--- src/hdl/gwwl_pkg.sv ---
`timescale 1ns / 1ps
// ----------------------------------------------------------------------------
// gwwl_pkg
// Shared types and constants for the greedy word wrap layout block.
// ----------------------------------------------------------------------------
package gwwl_pkg;

   // field widths
   localparam int BYTE_W       = 8;
   localparam int LINE_W_W     = 10;
   localparam int CFG_LIMIT_W  = 6;
   localparam int X_W          = 10;
   localparam int Y_W          = 8;
   localparam int START_W      = 12;
   localparam int LEN_W        = 8;

   // configuration port
   localparam int CSR_IDX_W    = 2;
   localparam int CSR_DATA_W   = 10;
   localparam logic [CSR_IDX_W-1:0] CSR_LINE_WIDTH  = 2'd0;
   localparam logic [CSR_IDX_W-1:0] CSR_WORD_BUDGET = 2'd1;

   localparam logic [LINE_W_W-1:0]    LINE_WIDTH_RST  = 10'd84;
   localparam logic [CFG_LIMIT_W-1:0] WORD_BUDGET_RST = 6'd32;

   // text and glyph geometry
   localparam logic [BYTE_W-1:0] SEP_MAX   = 8'h20;
   localparam logic [LEN_W-1:0]  CHARS_MAX = 8'd255;
   localparam logic [Y_W-1:0]    Y_PITCH   = 8'd6;
   localparam logic [Y_W-1:0]    Y_MAX     = 8'd252;
   localparam logic [Y_W-1:0]    H_PAD     = 8'd5;
   localparam logic [Y_W-1:0]    H_MAX     = 8'd255;
   localparam logic [X_W-1:0]    X_MAX     = 10'd1023;
   localparam int                GLYPH_ADV = 4;

   // record kinds
   localparam logic REC_WORD = 1'b0;
   localparam logic REC_BOX  = 1'b1;

   // result queue
   localparam int FIFO_DEPTH = 4;
   localparam int FIFO_PTR_W = $clog2(FIFO_DEPTH);
   localparam int FIFO_CNT_W = $clog2(FIFO_DEPTH + 1);

   typedef struct packed {
      logic [LINE_W_W-1:0]    line_width;
      logic [CFG_LIMIT_W-1:0] word_budget;
   } cfg_type;

   typedef struct packed {
      logic                record_kind;
      logic [X_W-1:0]      word_x;
      logic [Y_W-1:0]      word_y;
      logic [START_W-1:0]  word_start;
      logic [LEN_W-1:0]    word_length;
      logic [X_W-1:0]      text_width;
      logic [Y_W-1:0]      text_height;
      logic                last;
   } rec_type;

   typedef struct packed {
      logic    word_valid;
      logic    box_valid;
      rec_type word_rec;
      rec_type box_rec;
   } push_type;

endpackage

--- src/hdl/greedy_word_wrap_layout_top.sv ---
`timescale 1ns / 1ps
// flow: a byte waits in the input beat register, laid out once the queue has room;
//   its records then wait in a four-entry queue until popped
// throughput: one byte per cycle while the queue has room for two; a byte that closes
//   a word and ends the text gives two records, popped one per cycle if not stalled
// reset: synchronous, clears all text state and queue, line_width 84, word budget 32
// ----------------------------------------------------------------------------
// greedy_word_wrap_layout_top
// Greedy word wrap of fixed-width text into word placements and a bounding box.
// ----------------------------------------------------------------------------
module greedy_word_wrap_layout_top #(
   parameter int MAX_WORDS      = 32,
   parameter int MAX_TEXT_BYTES = 4096
) (
   input  logic                               clock,
   input  logic                               reset,
   // text bytes
   input  logic                               req_valid,
   output logic                               req_stall,
   input  logic [gwwl_pkg::BYTE_W-1:0]        req_char_byte,
   input  logic                               req_last_char,
   // records
   output logic                               rsp_valid,
   input  logic                               rsp_stall,
   output logic                               rsp_record_kind,
   output logic [gwwl_pkg::X_W-1:0]           rsp_word_x,
   output logic [gwwl_pkg::Y_W-1:0]           rsp_word_y,
   output logic [gwwl_pkg::START_W-1:0]       rsp_word_start,
   output logic [gwwl_pkg::LEN_W-1:0]         rsp_word_length,
   output logic [gwwl_pkg::X_W-1:0]           rsp_text_width,
   output logic [gwwl_pkg::Y_W-1:0]           rsp_text_height,
   output logic                               rsp_last,
   // configuration
   input  logic                               csr_valid,
   output logic                               csr_ready,
   input  logic [gwwl_pkg::CSR_IDX_W-1:0]     csr_index,
   input  logic [gwwl_pkg::CSR_DATA_W-1:0]    csr_wdata
);
   import gwwl_pkg::*;

   cfg_type            cfg_ff, cfg_in;
   logic               in_valid_ff, in_valid_in;
   logic [BYTE_W-1:0]  in_byte_ff, in_byte_in;
   logic               in_last_ff, in_last_in;
   logic               req_take;
   logic               advance;
   logic               room;
   logic               not_empty;
   logic               pop;
   push_type           push;
   rec_type            head;

   assign csr_ready = 1'b1;

   always_comb begin
      cfg_in = cfg_ff;
      if (csr_valid && csr_ready) begin
         case (csr_index)
            CSR_LINE_WIDTH:  cfg_in.line_width  = LINE_W_W'(csr_wdata);
            CSR_WORD_BUDGET: cfg_in.word_budget = csr_wdata[CFG_LIMIT_W-1:0];
            default: ;
         endcase
      end
   end

   // input beat register; it moves on whenever the queue has room for two
   assign advance   = in_valid_ff && room;
   assign req_stall = in_valid_ff && !room;
   assign req_take  = req_valid && !req_stall;

   always_comb begin
      in_valid_in = in_valid_ff;
      in_byte_in  = in_byte_ff;
      in_last_in  = in_last_ff;
      if (req_take) begin
         in_valid_in = 1'b1;
         in_byte_in  = req_char_byte;
         in_last_in  = req_last_char;
      end else if (advance) begin
         in_valid_in = 1'b0;
      end
   end

   always_ff @(posedge clock) begin
      if (reset) begin
         cfg_ff.line_width  <= LINE_WIDTH_RST;
         cfg_ff.word_budget <= WORD_BUDGET_RST;
         in_valid_ff        <= 1'b0;
      end else begin
         cfg_ff      <= cfg_in;
         in_valid_ff <= in_valid_in;
      end
   end

   always_ff @(posedge clock) begin
      in_byte_ff <= in_byte_in;
      in_last_ff <= in_last_in;
   end

   gwwl_layout #(
      .MAX_WORDS      (MAX_WORDS),
      .MAX_TEXT_BYTES (MAX_TEXT_BYTES)
   ) u_layout (
      .clock     (clock),
      .reset     (reset),
      .step_en   (advance),
      .item_byte (in_byte_ff),
      .item_last (in_last_ff),
      .cfg       (cfg_ff),
      .push      (push)
   );

   assign pop = not_empty && !rsp_stall;

   gwwl_fifo u_fifo (
      .clock     (clock),
      .reset     (reset),
      .push      (push),
      .pop       (pop),
      .head      (head),
      .not_empty (not_empty),
      .room      (room)
   );

   assign rsp_valid       = not_empty;
   assign rsp_record_kind = head.record_kind;
   assign rsp_word_x      = head.word_x;
   assign rsp_word_y      = head.word_y;
   assign rsp_word_start  = head.word_start;
   assign rsp_word_length = head.word_length;
   assign rsp_text_width  = head.text_width;
   assign rsp_text_height = head.text_height;
   assign rsp_last        = head.last;

endmodule

--- src/hdl/gwwl_fifo.sv ---
`timescale 1ns / 1ps
// ----------------------------------------------------------------------------
// gwwl_fifo
// Small result queue: takes up to two records a cycle, hands out one when popped.
// ----------------------------------------------------------------------------
module gwwl_fifo (
   input  logic               clock,
   input  logic               reset,
   input  gwwl_pkg::push_type push,
   input  logic               pop,
   output gwwl_pkg::rec_type  head,
   output logic               not_empty,
   output logic               room
);
   import gwwl_pkg::*;

   rec_type                 mem_ff [FIFO_DEPTH];
   logic [FIFO_PTR_W-1:0]   wr_ptr_ff, wr_ptr_in;
   logic [FIFO_PTR_W-1:0]   rd_ptr_ff, rd_ptr_in;
   logic [FIFO_CNT_W-1:0]   count_ff, count_in;
   logic [1:0]              n_push;
   logic [FIFO_PTR_W-1:0]   box_ptr;

   always_comb begin
      n_push    = {1'b0, push.word_valid} + {1'b0, push.box_valid};
      // box record lands behind the word record of the same byte
      box_ptr   = push.word_valid ? wr_ptr_ff + 1'b1 : wr_ptr_ff;
      wr_ptr_in = wr_ptr_ff + FIFO_PTR_W'(n_push);
      rd_ptr_in = rd_ptr_ff + FIFO_PTR_W'(pop);
      count_in  = count_ff + FIFO_CNT_W'(n_push) - FIFO_CNT_W'(pop);
   end

   always_ff @(posedge clock) begin
      if (reset) begin
         wr_ptr_ff <= '0;
         rd_ptr_ff <= '0;
         count_ff  <= '0;
      end else begin
         wr_ptr_ff <= wr_ptr_in;
         rd_ptr_ff <= rd_ptr_in;
         count_ff  <= count_in;
      end
   end

   always_ff @(posedge clock) begin
      if (push.word_valid) begin
         mem_ff[wr_ptr_ff] <= push.word_rec;
      end
      if (push.box_valid) begin
         mem_ff[box_ptr] <= push.box_rec;
      end
   end

   assign head      = mem_ff[rd_ptr_ff];
   assign not_empty = (count_ff != '0);
   assign room      = (count_ff <= FIFO_CNT_W'(FIFO_DEPTH - 2));

endmodule

--- src/hdl/gwwl_layout.sv ---
`timescale 1ns / 1ps
// ----------------------------------------------------------------------------
// gwwl_layout
// Word tracking, greedy placement and bounding box for one byte per cycle while step_en.
// ----------------------------------------------------------------------------
module gwwl_layout #(
   parameter int MAX_WORDS      = 32,
   parameter int MAX_TEXT_BYTES = 4096
) (
   input  logic                          clock,
   input  logic                          reset,
   input  logic                          step_en,
   input  logic [gwwl_pkg::BYTE_W-1:0]   item_byte,
   input  logic                          item_last,
   input  gwwl_pkg::cfg_type             cfg,
   output gwwl_pkg::push_type            push
);
   import gwwl_pkg::*;

   localparam int WP_W  = $clog2(MAX_WORDS + 1);
   localparam int CMP_W = (WP_W > CFG_LIMIT_W) ? WP_W : CFG_LIMIT_W;
   localparam int POS_W = $clog2(MAX_TEXT_BYTES);

   logic [X_W-1:0]    cursor_x_ff, cursor_x_in;
   logic [Y_W-1:0]    cursor_y_ff, cursor_y_in;
   logic [WP_W-1:0]   words_ff, words_in;
   logic              inside_ff, inside_in;
   logic [POS_W-1:0]  start_ff, start_in;
   logic [LEN_W-1:0]  chars_ff, chars_in;
   logic [POS_W-1:0]  pos_ff, pos_in;
   logic              limit_ff, limit_in;
   logic [X_W-1:0]    extent_x_ff, extent_x_in;
   logic [Y_W-1:0]    extent_y_ff, extent_y_in;

   logic              is_char;
   logic [POS_W-1:0]  w_start;
   logic [LEN_W-1:0]  w_chars;
   logic              finish;
   logic [CMP_W-1:0]  wl_ext, eff_lim;
   logic              limit_hit;
   logic              place;
   logic [WP_W-1:0]   words_inc;
   logic signed [12:0] wl_s, x_s, sub_full_s, sub_t_s, xz_s, nx_s;
   logic              trim, wrap;
   logic [LEN_W-1:0]  c_t;
   logic [X_W-1:0]    x_p, x_next;
   logic [Y_W:0]      y_step;
   logic [Y_W-1:0]    y_wrap, y_p;
   logic              ext_x_hit;
   logic [X_W-1:0]    ext_x_new;
   logic [Y_W-1:0]    ext_y_new;
   logic [Y_W:0]      h_sum;

   always_comb begin
      is_char = (item_byte > SEP_MAX);

      // word as it stands after this byte
      if (is_char && !inside_ff) begin
         w_start = pos_ff;
         w_chars = LEN_W'(1);
      end else if (is_char && chars_ff != CHARS_MAX) begin
         w_start = start_ff;
         w_chars = chars_ff + 1'b1;
      end else begin
         w_start = start_ff;
         w_chars = chars_ff;
      end

      finish = (is_char && item_last) || (!is_char && inside_ff);

      wl_ext = CMP_W'(cfg.word_budget);
      if (wl_ext == '0) begin
         eff_lim = CMP_W'(1);
      end else if (wl_ext > CMP_W'(MAX_WORDS)) begin
         eff_lim = CMP_W'(MAX_WORDS);
      end else begin
         eff_lim = wl_ext;
      end
      limit_hit = limit_ff || (CMP_W'(words_ff) >= eff_lim);
      place     = finish && !limit_hit;
      words_inc = words_ff + 1'b1;

      // width of c glyphs is c*4-1; a trimmed word may come out at -1
      wl_s       = $signed({3'b000, cfg.line_width});
      x_s        = $signed({3'b000, cursor_x_ff});
      sub_full_s = $signed({3'b000, w_chars, 2'b00}) - 13'sd1;
      trim       = (sub_full_s > wl_s);
      c_t        = trim ? cfg.line_width[LINE_W_W-1:2] : w_chars;
      sub_t_s    = $signed({3'b000, c_t, 2'b00}) - 13'sd1;
      wrap       = ((x_s + sub_t_s) > wl_s);

      x_p    = wrap ? '0 : cursor_x_ff;
      y_step = {1'b0, cursor_y_ff} + {1'b0, Y_PITCH};
      y_wrap = (y_step > {1'b0, Y_MAX}) ? Y_MAX : y_step[Y_W-1:0];
      y_p    = wrap ? y_wrap : cursor_y_ff;

      xz_s      = $signed({3'b000, x_p}) + sub_t_s;
      ext_x_hit = (xz_s > $signed({3'b000, extent_x_ff}));
      nx_s      = xz_s + $signed(13'(GLYPH_ADV));
      x_next    = (nx_s > $signed({3'b000, X_MAX})) ? X_MAX : nx_s[X_W-1:0];

      ext_x_new = (place && ext_x_hit) ? xz_s[X_W-1:0] : extent_x_ff;
      ext_y_new = (place && y_p > extent_y_ff) ? y_p : extent_y_ff;
      h_sum     = {1'b0, ext_y_new} + {1'b0, H_PAD};

      // result records
      push                      = '0;
      push.word_valid           = step_en && place;
      push.word_rec.record_kind = REC_WORD;
      push.word_rec.word_x      = x_p;
      push.word_rec.word_y      = y_p;
      push.word_rec.word_start  = START_W'(w_start);
      push.word_rec.word_length = c_t;
      push.box_valid            = step_en && item_last;
      push.box_rec.record_kind  = REC_BOX;
      push.box_rec.text_width   = (ext_x_new == '0) ? X_W'(1) : ext_x_new;
      push.box_rec.text_height  = (h_sum > {1'b0, H_MAX}) ? H_MAX : h_sum[Y_W-1:0];
      push.box_rec.last         = 1'b1;

      // next state
      cursor_x_in = cursor_x_ff;
      cursor_y_in = cursor_y_ff;
      words_in    = words_ff;
      inside_in   = (is_char || inside_ff) && !finish;
      start_in    = w_start;
      chars_in    = w_chars;
      pos_in      = (pos_ff < POS_W'(MAX_TEXT_BYTES - 1)) ? pos_ff + 1'b1 : pos_ff;
      limit_in    = limit_ff;
      extent_x_in = ext_x_new;
      extent_y_in = ext_y_new;
      if (finish && limit_hit) begin
         limit_in = 1'b1;
      end
      if (place) begin
         cursor_x_in = x_next;
         cursor_y_in = y_p;
         words_in    = words_inc;
         limit_in    = (CMP_W'(words_inc) >= eff_lim);
      end
      // a new text starts after the last byte
      if (item_last) begin
         cursor_x_in = '0;
         cursor_y_in = '0;
         words_in    = '0;
         inside_in   = 1'b0;
         start_in    = '0;
         chars_in    = '0;
         pos_in      = '0;
         limit_in    = 1'b0;
         extent_x_in = '0;
         extent_y_in = '0;
      end
   end

   always_ff @(posedge clock) begin
      if (reset) begin
         cursor_x_ff <= '0;
         cursor_y_ff <= '0;
         words_ff    <= '0;
         inside_ff   <= 1'b0;
         start_ff    <= '0;
         chars_ff    <= '0;
         pos_ff      <= '0;
         limit_ff    <= 1'b0;
         extent_x_ff <= '0;
         extent_y_ff <= '0;
      end else if (step_en) begin
         cursor_x_ff <= cursor_x_in;
         cursor_y_ff <= cursor_y_in;
         words_ff    <= words_in;
         inside_ff   <= inside_in;
         start_ff    <= start_in;
         chars_ff    <= chars_in;
         pos_ff      <= pos_in;
         limit_ff    <= limit_in;
         extent_x_ff <= extent_x_in;
         extent_y_ff <= extent_y_in;
      end
   end

`ifndef SYNTHESIS
   a_text_clears: assert property (@(posedge clock) disable iff (reset)
      step_en && item_last |=> words_ff == '0 && cursor_x_ff == '0 && !inside_ff
                               && pos_ff == '0)
      else $error("text state not cleared after last byte");

   a_words_bound: assert property (@(posedge clock) disable iff (reset)
      CMP_W'(words_ff) <= CMP_W'(MAX_WORDS))
      else $error("word count beyond limit");

   a_y_bound: assert property (@(posedge clock) disable iff (reset)
      cursor_y_ff <= Y_MAX && extent_y_ff <= Y_MAX)
      else $error("line y beyond its ceiling");

   a_box_once: assert property (@(posedge clock) disable iff (reset)
      push.box_valid == (step_en && item_last))
      else $error("bounding box record not tied to last byte");
`endif

endmodule
--- config.mk ---
export PLATFORM = sky130hd
export DESIGN_NAME = greedy_word_wrap_layout_top
export DESIGN_NICKNAME = d
export VERILOG_FILES = /design/src/hdl/gwwl_pkg.sv /design/src/hdl/greedy_word_wrap_layout_top.sv /design/src/hdl/gwwl_fifo.sv /design/src/hdl/gwwl_layout.sv
export SDC_FILE = /design/constraint.sdc
export NUM_CORES = 1
export LEC_CHECK = 0
export BUFFER_PORTS_ARGS = -buffer_cell sky130_fd_sc_hd__buf_2
export CORE_AREA = 2 2 179 181
export CTS_BUF_LIST = sky130_fd_sc_hd__clkbuf_16
export DETAILED_ROUTE_END_ITERATION = 8
export DIE_AREA = 0 0 181 183
export HOLD_SLACK_MARGIN = 0.15
export PLACE_DENSITY = 0.83
export SLEW_MARGIN = 0
export SYNTH_ARGS = -nofsm -noshare
export SYNTH_HDL_FRONTEND = slang
export SYNTH_SLANG_ARGS = --single-unit
export TNS_END_PERCENT = 50
--- constraint.sdc ---
create_clock -name clock -period 15 [get_ports clock]
set_input_delay 1.5 -clock clock [delete_from_list [all_inputs] [get_ports clock]]
set_output_delay 1.5 -clock clock [all_outputs]
set_load 0.1 [all_outputs]
==> impl_metrics.toml <==
[outcome]
outcome = "finished clean"

[detailed_routing]
vias_per_cell = 6.120
drt_pass1_iterations = 7
routedWlPerCell_um = 19.39
detail-route-antenna-nets = 0
drt_iter0_drc = 1225
drcViolationCount = 0
route.vias.total = 13953
wirelength_um = 44210

[sta]
fin_crit_sh_pct = 88.50
final-setup-viol-count = 0
setup_tns_ns = 0
worstMarginPinSlew_ns = 1.252
hold_viol = 0
maxSlewViolCount = 0
period_minus_slack_ns = 13.27
rsz0062_at_grt = "false"
slew-limit-headroom_pct = 16.22
fmax_ghz = 0.07533
clock_skew_ns = 0.01648

[cts]
clock_sinks = 337
cts_tree = "done"
ctsHoldBuffers = 0
htree_levels = 2
clk_pin_slew_worst_paths_ns = 0.06
clkLatencyLatePin_ns = 0.53
cts_root_buffer = "clkbuf_16"
cts_resized = 0
post_cts_buffers = 0
numCtsBuffers = 36
clockBufferDepth = 3

[yosys]
ys_top_cells_by_area = "dfxtp_1 30%, edfxtp_1 14%, mux4_2 7.6%, ha_1 6.6%, nand2_1 5.6%"
postSynthAreaPerCell_sq_um = 9.428
ys_types = 90
synth_area_sq_mm = 0.01700
synth-seq-cells = 337
synthTopCellsByCount = "256 x dfxtp_1, 255 x nand2_1, 206 x nor2_1"
synth_edf_count = 81
synth-main-ff-cell = "dfxtp_1"
async_reset_ff_share_pct = 0
seq_area_frac_synth_pct = 44.46
yosys.area.top_type = "dfxtp_1"
synth_most_common_cell = "dfxtp_1"
ys_warn_count = 0
yosysTopAreaCellShare_pct = 30.15
synthCells = 1803
synth_nets = 1919

[grt]
grt_max_degree = 83
antenna_found_initial = 1
overflow = 0
grt_pass1_wl_um = 70720
grt_use_total_pct = 26.45
grt_pass1_vias = 13662

[floorplan]
design.die.area_sq_mm = 0.03312
fp-row-count = 65
io_pins = 87
die_y_um = 183
core_area_sq_mm = 0.03123
dieWidth_um = 181
initial_core_util_pct = 54.43

[worst_setup_path]
crit_arrival_ns = 13.65
cp_slowest_cell = "o41ai_1"
crit_type = "flip-flop to flip-flop"
critPathMaxFanout = 15
worstPathBufferInverterCount = 4
worst_setup_path_start_kind = "flip-flop"
critPathTopFamily = "compound AO/OA/AOI/OAI gates"
end_kind = "flip-flop"
max_stage_delay_ns = 0.90
critPathRequiredTime_ns = 15.38

[cells_and_area]
multi_input_area_sq_mm = 0.008736
diodes = 0
fillCellCount = 2559
final_util_pct = 60.29
register_area_sq_mm = 0.007565
layout-drive-gt1-share_pct = 14.06
finish.net_count = 1966
fin_cells = 2280
syn_to_final_growth_pct = 10.77

[placed_design]
place_inst = 2214
io_buffers = 85
dp_hpwl_um = 29440
routabilityCongestion = 0.9444

[worst_hold_path]
hold_path.class = "flip-flop to flip-flop"

[power_and_ir_drop]
vdd_drop_max_mv = 0.1167
power_density_mw_per_mm2 = 156.5
total_leakage_power_nw = 7.303

[flow_run]
cap_violations = 0
-- metal layers --
metal | share of wire (%) | vias up | track usage [%]
li1 | - | 6508 | -
met3 | 7.4 | 115 | 4.349
met1 | 42 | 6722 | 34.92
met4 | 3.5 | 0 | 10.73
met2 | 47 | 608 | 43.65
met5 | 0 | - | 0
-- path summary, 6_finish.rpt --
| check | start | slack (ns) | to | cells past startpoint |
|---|---|---|---|---|
| max | in_byte_ff[7]$_DFFE_PP_ | 1.73 | u_layout.extent_x_ff[2]$_SDFFE_PP0P_ | 54 |
| min | u_fifo.mem_ff[1][25]$_SDFFE_PP0P_ | 0.45 | u_fifo.mem_ff[1][25]$_SDFFE_PP0P_ | 2 |
| max reg2reg | in_byte_ff[7]$_DFFE_PP_ | 1.73 | u_layout.extent_x_ff[2]$_SDFFE_PP0P_ | 54 |
| min reg2reg | u_fifo.mem_ff[1][25]$_SDFFE_PP0P_ | 0.45 | u_fifo.mem_ff[1][25]$_SDFFE_PP0P_ | 2 |
-- stage by stage --
step | total power [mW] | setup slack, ns | area, sq um | hold WS [ns]
after floorplan | 1.869 | 3.740 | 17000 | 0.4177
after global placement | 2.072 | 2.518 | 17700 | 0.4258
after detailed placement | 2.096 | 2.078 | 17700 | 0.4371
after CTS | 2.939 | 1.992 | 18830 | 0.4516
after global routing | 3.068 | 0.7694 | 18830 | 0.4746
final | 2.947 | 1.726 | 18830 | 0.4478
-- power breakdown --
group,switching [mW],internal [mW],leakage (nW)
Sequential,0.0694,0.985,2.85
Combinational,0.732,0.314,3.87
Clock,0.373,0.474,0.587
-- cell families after synthesis --
kind of cell | synth area share [%]
other | 0.02206
DFF | 44.46
adders and majority gates | 6.669
and+or+nand+nor | 16.22
buffers and inverters | 4.394
AOI/OAI and AO/OA | 15.88
muxes | 9.642
xor gates and xnor gates | 2.723
-- cell usage in the layout (no fill, tap or decap), types with 13 or more instances in the layout --
cell type  synthesis  final
edfxtp_1          81     81
nor2b_1           17     17
mux2i_1           31     31
a22oi_1           57     57
buf_4              3     18
nor3_1            21     21
dfxtp_1          256    254
xor2_1            16     16
a21oi_1           62     62
o21ai_0          188    186
xnor2_1           35     35
and2_1            15     15
nand3_1           36     33
nor2_1           206    206
buf_2              4     85
nand4_1           14     14
nand2_1          255    255
inv_1             88     94
clkbuf_16          0     39
a21o_1            13     13
ha_1              89     89
mux4_2            57     57
-- sequential cells by signal, summed over array words and instances, names as in the netlist, 3 cells and up --
signal,count
u_fifo.mem_ff,228
cfg_ff,16
u_layout.pos_ff,12
u_layout.start_ff,12
u_layout.cursor_x_ff,10
u_layout.extent_x_ff,10
in_byte_ff,8
u_layout.chars_ff,8
u_layout.cursor_y_ff,8
u_layout.extent_y_ff,8
u_layout.words_ff,6
u_fifo.count_ff,3
-- area by class of cell --
cell class	instances	area share (%)
timing repair buffer	103	2.977
inverter	90	1.807
tap	402	2.671
sequential	337	40.18
clock buffer	39	5.183
clock inverter	27	0.7908
multi-input combinational	1282	46.40
-- worst register-to-register path: cells and delay by family (launching register included) --
| kind | cells | cell delay (ns) |
|---|---|---|
| AOI/OAI and AO/OA | 25 | 6.88 |
| xor gates and xnor gates | 3 | 0.43 |
| adders and majority gates | 7 | 2.04 |
| buffers and inverters | 4 | 0.43 |
| DFF | 1 | 0.42 |
| muxes | 1 | 0.54 |
| and+or+nand+nor | 14 | 2.41 |
No activity file was read; power rests on OpenSTA's default activity.
